<file path="config.mk">
export PLATFORM = sky130hd
export DESIGN_NAME = v86_sensitive_instruction_monitor_unit
export DESIGN_NICKNAME = d
export VERILOG_FILES = /design/src/v86_mon_pkg.sv /design/src/v86_sensitive_instruction_monitor_unit.sv
export SDC_FILE = /design/constraint.sdc
export NUM_CORES = 1
export LEC_CHECK = 0
export ABC_AREA = 1
export BUFFER_PORTS_ARGS = -buffer_cell sky130_fd_sc_hd__buf_2
export CAP_MARGIN = 30
export CORE_UTILIZATION = 33
export DETAILED_ROUTE_END_ITERATION = 8
export GPL_TIMING_DRIVEN = 1
export PLACE_DENSITY = 0.63
export SYNTH_ARGS = -nofsm -noshare
export SYNTH_HDL_FRONTEND = slang
export SYNTH_SLANG_ARGS = --single-unit
</file>
<file path="constraint.sdc">
create_clock -name clk_i -period 27.8 [get_ports clk_i]
set_input_delay 5.56 -clock clk_i [delete_from_list [all_inputs] [get_ports clk_i]]
set_output_delay 5.56 -clock clk_i [all_outputs]
set_load 0.05 [all_outputs]
</file>
<file path="src/v86_mon_pkg.sv">
// Package with the types and constants of the virtual-8086 instruction monitor.
`default_nettype none

package v86_mon_pkg;

  // Number of 0x66 / 0x67 prefixes accepted ahead of an opcode (0 to 2).
  localparam int unsigned MaxPrefixes = 2;
  localparam int unsigned PreCntW     = $clog2(MaxPrefixes + 1);
  localparam int unsigned ByteIdxW    = 3;

  localparam logic [7:0] OPC_INT      = 8'hCD;
  localparam logic [7:0] OPC_LOCK     = 8'hF0;
  localparam logic [7:0] OPC_PUSHF    = 8'h9C;
  localparam logic [7:0] OPC_POPF     = 8'h9D;
  localparam logic [7:0] OPC_CLI      = 8'hFA;
  localparam logic [7:0] OPC_STI      = 8'hFB;
  localparam logic [7:0] OPC_IRET     = 8'hCF;
  localparam logic [7:0] OPC_IN_AL    = 8'hEC;
  localparam logic [7:0] OPC_IN_AX    = 8'hED;
  localparam logic [7:0] OPC_OUT_AL   = 8'hEE;
  localparam logic [7:0] OPC_OUT_AX   = 8'hEF;
  localparam logic [7:0] OPC_HLT      = 8'hF4;
  localparam logic [7:0] PFX_OPSIZE   = 8'h66;
  localparam logic [7:0] PFX_ADSIZE   = 8'h67;

  localparam logic [7:0] VEC_EXIT     = 8'h69;
  localparam logic [7:0] VEC_DOS_TERM = 8'h20;
  localparam logic [7:0] VEC_DOS_CALL = 8'h21;

  localparam logic [31:0] FLAG_IF      = 32'h0000_0200;
  localparam logic [31:0] FLAG_VM      = 32'h0002_0000;
  localparam logic [31:0] PUSHF32_MASK = 32'h0000_0DFF;
  localparam int unsigned FlagIfBit    = 9;

  typedef enum logic [2:0] {
    PORT_NONE    = 3'd0,
    PORT_IN_BYTE = 3'd1,
    PORT_IN_WORD = 3'd2,
    PORT_OUT_BYTE = 3'd3,
    PORT_OUT_WORD = 3'd4
  } port_op_e;

  typedef enum logic [1:0] {
    TMARK_NONE  = 2'd0,
    TMARK_SET   = 2'd1,
    TMARK_CLEAR = 2'd2
  } timer_mark_e;

  typedef enum logic [2:0] {
    ST_HANDLED   = 3'd0,
    ST_EXIT      = 3'd1,
    ST_FORBIDDEN = 3'd2,
    ST_LOCK      = 3'd3,
    ST_UNHANDLED = 3'd4
  } status_e;

  typedef struct packed {
    logic [31:0] instr_bytes;
    logic [15:0] code_seg;
    logic [15:0] instr_ptr;
    logic [15:0] stack_ptr;
    logic [31:0] flags_in;
    logic        virt_if_in;
    logic [15:0] acc_in;
    logic [15:0] port_addr;
    logic [47:0] stack_words;
    logic [31:0] vector_entry;
    logic [15:0] port_read_data;
  } in_req_t;

  typedef struct packed {
    logic [15:0] code_seg_out;
    logic [15:0] instr_ptr_out;
    logic [15:0] stack_ptr_out;
    logic [31:0] flags_out;
    logic        virt_if_out;
    logic [15:0] acc_out;
    logic [47:0] push_data;
    logic [1:0]  push_words;
    port_op_e    port_op;
    logic [15:0] port_write_data;
    timer_mark_e timer_mark;
    status_e     status;
  } out_req_t;

endpackage

`default_nettype wire

</file>
<file path="src/v86_sensitive_instruction_monitor_unit.sv">
// Top level of the virtual-8086 sensitive instruction monitor.
`default_nettype none

// The monitor takes one trapped virtual-8086 instruction per request, together
// with the task's register snapshot, the three stack words at SS:SP, the vector
// table entry for INT n and the port read data for IN, and returns one result
// request with the new CS, IP, SP, flags, virtual IF and AX, the words to push,
// the port operation and a status. Up to two 0x66/0x67 prefixes are skipped;
// only 0x66 matters, and only for PUSHF and POPF. A request is first held in
// the input register, then the decode and emulation logic writes the result
// register. The two registers form a short pipeline, so a new request is
// accepted every cycle as long as the consumer takes results; in_stall_o rises
// only when both registers are full and the consumer stalls. There is no state
// carried from one request to the next and nothing to configure; after reset
// both pipeline stages are empty.
module v86_sensitive_instruction_monitor_unit (
  input  wire logic                    clk_i,
  input  wire logic                    rst_ni,
  input  wire logic                    in_valid_i,
  output logic                         in_stall_o,
  input  wire v86_mon_pkg::in_req_t    in_req_i,
  output logic                         out_valid_o,
  input  wire logic                    out_stall_i,
  output v86_mon_pkg::out_req_t        out_req_o
);

  // Pipeline control: the result stage moves when it is empty or its request is
  // being taken; the input stage moves when it is empty or its request can pass.
  logic                 in_valid_q;
  v86_mon_pkg::in_req_t in_req_q;
  logic                 out_valid_q;
  v86_mon_pkg::out_req_t out_req_q;
  v86_mon_pkg::out_req_t res_d;
  logic                 out_adv;
  logic                 in_adv;

  assign out_adv    = !out_valid_q || !out_stall_i;
  assign in_adv     = !in_valid_q || out_adv;
  assign in_stall_o = !in_adv;

  assign out_valid_o = out_valid_q;
  assign out_req_o   = out_req_q;

  always_ff @(posedge clk_i or negedge rst_ni) begin
    if (!rst_ni) begin
      in_valid_q  <= 1'b0;
      out_valid_q <= 1'b0;
    end else begin
      if (in_adv) begin
        in_valid_q <= in_valid_i;
      end
      if (out_adv) begin
        out_valid_q <= in_valid_q;
      end
    end
  end

  // Payload registers carry no reset; they load only when their stage moves.
  always_ff @(posedge clk_i) begin
    if (in_adv && in_valid_i) begin
      in_req_q <= in_req_i;
    end
    if (out_adv && in_valid_q) begin
      out_req_q <= res_d;
    end
  end

  // Returns instruction byte idx, or zero beyond the four fetched bytes.
  function automatic logic [7:0] fetch_byte(input logic [31:0] bytes,
                                            input logic [v86_mon_pkg::ByteIdxW-1:0] idx);
    logic [7:0] b;
    b = 8'h00;
    if (idx <= v86_mon_pkg::ByteIdxW'(3)) begin
      b = bytes[8*idx[1:0] +: 8];
    end
    return b;
  endfunction

  // Decode and emulation of the instruction held in the input register.
  always_comb begin
    logic                               scan;
    logic                               op32;
    logic [v86_mon_pkg::PreCntW-1:0]    npre;
    logic [v86_mon_pkg::ByteIdxW-1:0]   pos;
    logic [7:0]                         pfx;
    logic [7:0]                         opc;
    logic [7:0]                         vec_num;
    logic [15:0]                        ip_pre;
    logic [15:0]                        w0;
    logic [15:0]                        w1;
    logic [15:0]                        w2;
    logic [31:0]                        flags_vif;

    scan = 1'b1;
    op32 = 1'b0;
    npre = '0;
    for (int i = 0; i < v86_mon_pkg::MaxPrefixes; i++) begin
      pfx = fetch_byte(in_req_q.instr_bytes, v86_mon_pkg::ByteIdxW'(i));
      if (scan && (pfx == v86_mon_pkg::PFX_OPSIZE || pfx == v86_mon_pkg::PFX_ADSIZE)) begin
        if (pfx == v86_mon_pkg::PFX_OPSIZE) begin
          op32 = 1'b1;
        end
        npre = npre + v86_mon_pkg::PreCntW'(1);
      end else begin
        scan = 1'b0;
      end
    end
    pos     = v86_mon_pkg::ByteIdxW'(npre);
    opc     = fetch_byte(in_req_q.instr_bytes, pos);
    vec_num = fetch_byte(in_req_q.instr_bytes, pos + v86_mon_pkg::ByteIdxW'(1));
    ip_pre  = in_req_q.instr_ptr + 16'(npre);
    w0      = in_req_q.stack_words[15:0];
    w1      = in_req_q.stack_words[31:16];
    w2      = in_req_q.stack_words[47:32];

    // Flags as the task sees them: the real IF bit replaced by the virtual IF.
    flags_vif = in_req_q.flags_in;
    flags_vif[v86_mon_pkg::FlagIfBit] = in_req_q.virt_if_in;

    res_d.code_seg_out    = in_req_q.code_seg;
    res_d.instr_ptr_out   = ip_pre;
    res_d.stack_ptr_out   = in_req_q.stack_ptr;
    res_d.flags_out       = in_req_q.flags_in;
    res_d.virt_if_out     = in_req_q.virt_if_in;
    res_d.acc_out         = in_req_q.acc_in;
    res_d.push_data       = '0;
    res_d.push_words      = 2'd0;
    res_d.port_op         = v86_mon_pkg::PORT_NONE;
    res_d.port_write_data = '0;
    res_d.timer_mark      = v86_mon_pkg::TMARK_NONE;
    res_d.status          = v86_mon_pkg::ST_HANDLED;

    case (opc)
      v86_mon_pkg::OPC_INT: begin
        if (vec_num == v86_mon_pkg::VEC_EXIT) begin
          res_d.status = v86_mon_pkg::ST_EXIT;
        end else if (vec_num == v86_mon_pkg::VEC_DOS_TERM ||
                     vec_num == v86_mon_pkg::VEC_DOS_CALL) begin
          res_d.status = v86_mon_pkg::ST_FORBIDDEN;
        end else begin
          res_d.stack_ptr_out = in_req_q.stack_ptr - 16'd6;
          res_d.push_data     = {flags_vif[15:0], in_req_q.code_seg, ip_pre + 16'd2};
          res_d.push_words    = 2'd3;
          res_d.code_seg_out  = in_req_q.vector_entry[31:16];
          res_d.instr_ptr_out = in_req_q.vector_entry[15:0];
        end
      end
      v86_mon_pkg::OPC_LOCK: begin
        res_d.instr_ptr_out = ip_pre + 16'd1;
        res_d.status        = v86_mon_pkg::ST_LOCK;
      end
      v86_mon_pkg::OPC_PUSHF: begin
        if (op32) begin
          res_d.stack_ptr_out = in_req_q.stack_ptr - 16'd4;
          res_d.push_data     = {16'h0000, flags_vif & (v86_mon_pkg::PUSHF32_MASK |
                                                        v86_mon_pkg::FLAG_IF)};
          res_d.push_words    = 2'd2;
        end else begin
          res_d.stack_ptr_out = in_req_q.stack_ptr - 16'd2;
          res_d.push_data     = {32'h0000_0000, flags_vif[15:0]};
          res_d.push_words    = 2'd1;
        end
        res_d.instr_ptr_out = ip_pre + 16'd1;
      end
      v86_mon_pkg::OPC_POPF: begin
        if (op32) begin
          res_d.flags_out     = v86_mon_pkg::FLAG_IF | v86_mon_pkg::FLAG_VM |
                                ({16'h0000, w0} & v86_mon_pkg::PUSHF32_MASK);
          res_d.stack_ptr_out = in_req_q.stack_ptr + 16'd4;
        end else begin
          res_d.flags_out     = v86_mon_pkg::FLAG_IF | v86_mon_pkg::FLAG_VM | {16'h0000, w0};
          res_d.stack_ptr_out = in_req_q.stack_ptr + 16'd2;
        end
        res_d.virt_if_out   = w0[v86_mon_pkg::FlagIfBit];
        res_d.instr_ptr_out = ip_pre + 16'd1;
      end
      v86_mon_pkg::OPC_CLI: begin
        res_d.virt_if_out   = 1'b0;
        res_d.flags_out     = in_req_q.flags_in & ~v86_mon_pkg::FLAG_IF;
        res_d.instr_ptr_out = ip_pre + 16'd1;
        res_d.timer_mark    = v86_mon_pkg::TMARK_SET;
      end
      v86_mon_pkg::OPC_STI: begin
        res_d.virt_if_out   = 1'b1;
        res_d.flags_out     = in_req_q.flags_in | v86_mon_pkg::FLAG_IF;
        res_d.instr_ptr_out = ip_pre + 16'd1;
        res_d.timer_mark    = v86_mon_pkg::TMARK_CLEAR;
      end
      v86_mon_pkg::OPC_IRET: begin
        res_d.instr_ptr_out = w0;
        res_d.code_seg_out  = w1;
        res_d.flags_out     = v86_mon_pkg::FLAG_IF | v86_mon_pkg::FLAG_VM | {16'h0000, w2};
        res_d.virt_if_out   = w2[v86_mon_pkg::FlagIfBit];
        res_d.stack_ptr_out = in_req_q.stack_ptr + 16'd6;
      end
      v86_mon_pkg::OPC_IN_AL: begin
        res_d.acc_out       = {in_req_q.acc_in[15:8], in_req_q.port_read_data[7:0]};
        res_d.port_op       = v86_mon_pkg::PORT_IN_BYTE;
        res_d.instr_ptr_out = ip_pre + 16'd1;
      end
      v86_mon_pkg::OPC_IN_AX: begin
        res_d.acc_out       = in_req_q.port_read_data;
        res_d.port_op       = v86_mon_pkg::PORT_IN_WORD;
        res_d.instr_ptr_out = ip_pre + 16'd1;
      end
      v86_mon_pkg::OPC_OUT_AL: begin
        res_d.port_op         = v86_mon_pkg::PORT_OUT_BYTE;
        res_d.port_write_data = {8'h00, in_req_q.acc_in[7:0]};
        res_d.instr_ptr_out   = ip_pre + 16'd1;
      end
      v86_mon_pkg::OPC_OUT_AX: begin
        res_d.port_op         = v86_mon_pkg::PORT_OUT_WORD;
        res_d.port_write_data = in_req_q.acc_in;
        res_d.instr_ptr_out   = ip_pre + 16'd1;
      end
      v86_mon_pkg::OPC_HLT: begin
        res_d.instr_ptr_out = ip_pre + 16'd1;
      end
      default: begin
        res_d.status = v86_mon_pkg::ST_UNHANDLED;
      end
    endcase
  end

  // A request that finds both stages empty is in the input register next cycle.
  a_fill_input: assert property (@(posedge clk_i) disable iff (!rst_ni)
    in_valid_i && !in_valid_q |=> in_valid_q)
    else $error("accepted request did not reach the input register");

  // A full input register moves on whenever the result stage can take it.
  a_drain_input: assert property (@(posedge clk_i) disable iff (!rst_ni)
    in_valid_q && !out_stall_i |=> out_valid_q)
    else $error("input register did not pass its request on");

  // Only handled instructions write to the stack.
  a_push_only_handled: assert property (@(posedge clk_i) disable iff (!rst_ni)
    out_valid_o && out_req_o.push_words != 2'd0 |-> out_req_o.status == v86_mon_pkg::ST_HANDLED)
    else $error("stack push reported with a non-handled status");

  // CLI and STI leave the virtual IF matching their timer mark.
  a_timer_vif: assert property (@(posedge clk_i) disable iff (!rst_ni)
    out_valid_o && out_req_o.timer_mark != v86_mon_pkg::TMARK_NONE |->
      out_req_o.virt_if_out == (out_req_o.timer_mark == v86_mon_pkg::TMARK_CLEAR))
    else $error("virtual IF disagrees with timer mark");

  // Write data is present only for an OUT request.
  a_write_data_out_only: assert property (@(posedge clk_i) disable iff (!rst_ni)
    out_valid_o && out_req_o.port_op != v86_mon_pkg::PORT_OUT_BYTE &&
    out_req_o.port_op != v86_mon_pkg::PORT_OUT_WORD |-> out_req_o.port_write_data == 16'h0000)
    else $error("port write data without an OUT request");

endmodule

`default_nettype wire
</file>
# Word-level counts from Yosys, hierarchy flattened
# Cells that the tools add are included.
# Widths: inputs -> output; s select.
# word_totals
out_inout_bits	173
reg_bits	398
input_bits	245
elab_cells	98
# classes
muxes	27
n_reduce_logical	14
addsub	11
n_eq_ne	19
order_cmp	1
shifts	2
# ops
cell	n
$mux 48	3
$pmux 33 s4	1
$mux 50	2
$pmux 50 s2	1
$eq 8x8->1 const B	12
$pmux 16 s2	3
$pmux 16 s4	1
$shiftx 32x6->8	2
$pmux 16 s3	1
$eq 8x7->1 const B	5
$add 16x2->16 const B	2
$add 16x3->16 const B	2
$sub 16x3->16 const B	2
$reduce_or 10->1	2
$mux 18	1
$add 16x1->16 const B	1
$add 16x2->16	1
$eq 8x6->1 const B	2
$mux 16	1
$sub 16x2->16 const B	1
$pmux 3 s4	1
$pmux 3 s3	1
$mux 8	1
$mux 1	6
other kinds (8)	19

# Depth between registers and ports, before layout
# depth
word_depth	13
ltp_mapped	25

# Least setup slack after synthesis
# OpenSTA, ideal clock, no wires.
# synth_timing
kind	input to register
from	input port out_stall_i
to	register out_req_q (netlist bit out_req_o[0]) (enable)
t_arrival_ns	13.793
t_required_ns	27.042
cell_stages	1
path_slack_ns	13.249
path_cell_list	a21oi_1
# synth_between
elab_chain_len	3
# synth_lines
element	line	source
from (decl)	v86_sensitive_instruction_monitor_unit.sv:23	input wire logic out_stall_i,
$logic_not 1->1	v86_sensitive_instruction_monitor_unit.sv:37	assign out_adv = !out_valid_q || !out_stall_i;
$logic_or 1x1->1	v86_sensitive_instruction_monitor_unit.sv:37	
$logic_and 1x1->1	v86_sensitive_instruction_monitor_unit.sv:63	if (out_adv && in_valid_q) begin
to (signal assigned)	v86_sensitive_instruction_monitor_unit.sv:64	out_req_q <= res_d;
to (decl)	v86_sensitive_instruction_monitor_unit.sv:32	v86_mon_pkg::out_req_t out_req_q;
# No other way between the ends.
# A chain may end at the register's enable or synchronous reset.

# Final worst setup path
# layout_timing
from	input port out_stall_i
to	output port in_stall_o
# layout_between
elab_chain_len	4
# layout_lines
element	line	source
$logic_not 1->1	v86_sensitive_instruction_monitor_unit.sv:37	
$logic_or 1x1->1	v86_sensitive_instruction_monitor_unit.sv:37	
$logic_or 1x1->1	v86_sensitive_instruction_monitor_unit.sv:38	assign in_adv = !in_valid_q || out_adv;
$logic_not 1->1	v86_sensitive_instruction_monitor_unit.sv:39	assign in_stall_o = !in_adv;
to (decl)	v86_sensitive_instruction_monitor_unit.sv:20	output logic in_stall_o,
# No other way between the ends.

==> reports/metrics.csv <==
metric,value,unit
Seq pwr share,48.0,%
post-route setup slack,16.05,ns
leak pwr,9.42,nW
post-DP HPWL,41000,um
register area share after synthesis,66.0,%
Worst Skew,0.0183,ns
CTS Sinks,398,
Vias,13700,
achievable frequency,85.1,MHz
Worst setup SP type,input port,
Multi-input gate area,5090,um^2
post_cts resized,0,
Net Switching,0.000438,W
RSZ-0062 raised after global routing,false,
grt peak-use layer,met2,
die area,55700,um^2
vias in the first global route,13300,
Ports,418,
TNS Setup,0,ns
Ys Warns,0,
Non-Filler Instances,2815,
clock power share,38.0,%
Mapped Nets,1927,
#FFs+latches synth,398,
core area,54000,um^2
GR Util All Layers,19.7,%
VDD IR max,0.0388,mV
global-route wire length before repair,82400,um
# rows,85,
CP arrival,6.19,ns
"EDFF count, synth",396,
Final Wtd Congestion,0.946,
pre-CTS WS,16.08,ns
Crit. End Element,output pin,
top-count cell post-synth,edfxtp_1,
share of cells above drive strength 1,25.7,%
average wire per standard cell,19.9,um
"Async S/R FF share, synth",0.503,%
final wirelength,56100,um
Yosys top cell by area,edfxtp_1,
Sw Ratio,28.2,%
global route overflow,0,
utilization after layout,41.3,%
initial antenna violation count,6,
Worst Tran Pin Value,0.995,ns
fillers,5248,
Routed Antenna Nets,0,
PortBufs,401,
clk buf depth,3,
CP Class,input port to output pin,
Worst Path Max Fanout,2,
WP data required,22.24,ns
DP Cell Count,2725,
M3 GR Usage,3.35,%
number of CTS-inserted buffers,46,
period utilization,42.3,%
internal power,0.00111,W
logic gate share of total power,14.0,%
H-Tree Depth,2,
drt pass-1 iters,5,
nets,2336,
TritonCTS clock tree,done,
"Top FF cell, synth",edfxtp_1,
chip width,236,um
number of remaining DRC errors,0,
DIE HEIGHT,236,um
"Reg clk slew, reported paths",0.06,ns
DP Area,20800,um^2
initial DRC count,1076,
register area,11900,um^2
Post-CTS Setup Inserts,0,
Final Hold Fails,0,
"Distinct cells, synth",47,
Commonest cells post-synth,"396 x edfxtp_1, 371 x nand2_1, 208 x nor2_1",
GRT met1 Usage,27.3,%
minimum clock period,11.75,ns
outcome,completed,
final instance area,22300,um^2
DR vias/cell,4.86,
worst skew pair latency,0.58,ns
Post-Synthesis Cell Area,18100,um^2
CTS root buf,clkbuf_16,
power density cells,69.6,nW/um^2
Area growth syn-to-layout,23.2,%
met2 usage,31.5,%
hold_buf cts,0,
Final setup viols,0,
Starting Density,33.5,%
syn_area_per_cell,10.8,um^2
top post-synthesis cells by area,"edfxtp_1 66%, nand2_1 7.7%, nor2_1 4.3%",
fin. max-slew vios,0,
Max-cap violations,0,
HP Class,flip-flop to flip-flop,
largest net degree at the start of global routing,96,
Max transition margin,33.5,%
top-area cell type share of the netlist area,65.8,%
Synth Instances,1670,
-- through the flow --
step / hold slack (ns) / power (W)
2_1_floorplan: 0.400 / 0.000912
3_3_place_gp: 0.402 / 0.000971
3_5_place_dp: 0.417 / 0.000974
4_1_cts: 0.430 / 0.00157
5_1_grt: 0.436 / 0.00161
6_report: 0.427 / 0.00155
-- metal layers --
metal  routed length [um]  up-vias  share of wire [%]
met3                 3470       86                6.2
met4                 1510        2                2.7
li1                     -     6490                  -
met5                    8        -              0.014
met1                24900     6557                 44
met2                26200      538                 47
-- registers in the layout (all words and copies together), names as in the netlist --
signal       flops
out_req_o      171
out_valid_o      1
in_req_q       225
in_valid_q       1
-- logic make-up after synthesis --
logic type	count (synthesis)	synth area share, %
compound gates	144	4.89
flops	398	66.0
simple gates	813	20.1
xor+xnor	45	2.18
buf+inv	258	5.92
fa+ha+maj	12	0.872
-- worst max-delay path: stages --
cell	delay [ns]
buf_2	0.11
nand2_1	0.08
nor2_1	0.14
buf_2	0.29
-- worst paths after layout --
path	startpoint	end	slack, ns	cells after the start
max	out_stall_i	in_stall_o	16.05	4
min	in_req_q[161]$_DFFE_PP_	out_req_o[123]$_DFFE_PP_	0.43	0
max reg2reg	in_req_q[219]$_DFFE_PP_	out_req_o[148]$_DFFE_PP_	23.63	22
min reg2reg	in_req_q[161]$_DFFE_PP_	out_req_o[123]$_DFFE_PP_	0.43	0
max in group asynchronous	rst_ni	out_valid_o$_DFFE_PN0P_	22.93	1
min in group asynchronous	rst_ni	in_valid_q$_DFFE_PN0N_	4.77	1
-- cell usage in the layout, fill, tap and decap left out, types with 12 or more instances in the layout --
master       n
nand3_1    127
xor2_1      43
inv_2       12
inv_1      191
a21oi_1     21
nor3_1      17
o211ai_1    17
buf_2      401
edfxtp_1   396
nand4_1     32
o21a_1      13
nor2_1     208
nand2_1    370
a22oi_1     16
o21ai_0     36
o21ai_1     20
clkbuf_16   46
-- area by class of cell --
| cell class | instances | share of cell area, % |
|---|---|---|
| clock buffers | 55 | 5.32 |
| multi-input cells | 1014 | 22.8 |
| inverters | 209 | 3.58 |
| well taps | 696 | 3.91 |
| repair buffers | 410 | 9.46 |
| clock inverters | 29 | 1.29 |
| flip-flops and latches | 398 | 53.6 |
| diodes | 4 | 0.0449 |
-- power groups by stage --
stage	Combinational, W	Sequential, W	Clock (W)
detailed placement	0.000217	0.000757	0
CTS	0.000217	0.000745	0.000606
global route	0.000231	0.000749	0.000627
finish	0.000217	0.000744	0.000590
global placement	0.000215	0.000756	0
floorplan	0.0000647	0.000848	0
Note: power is estimated with default switching activity, not from simulation.
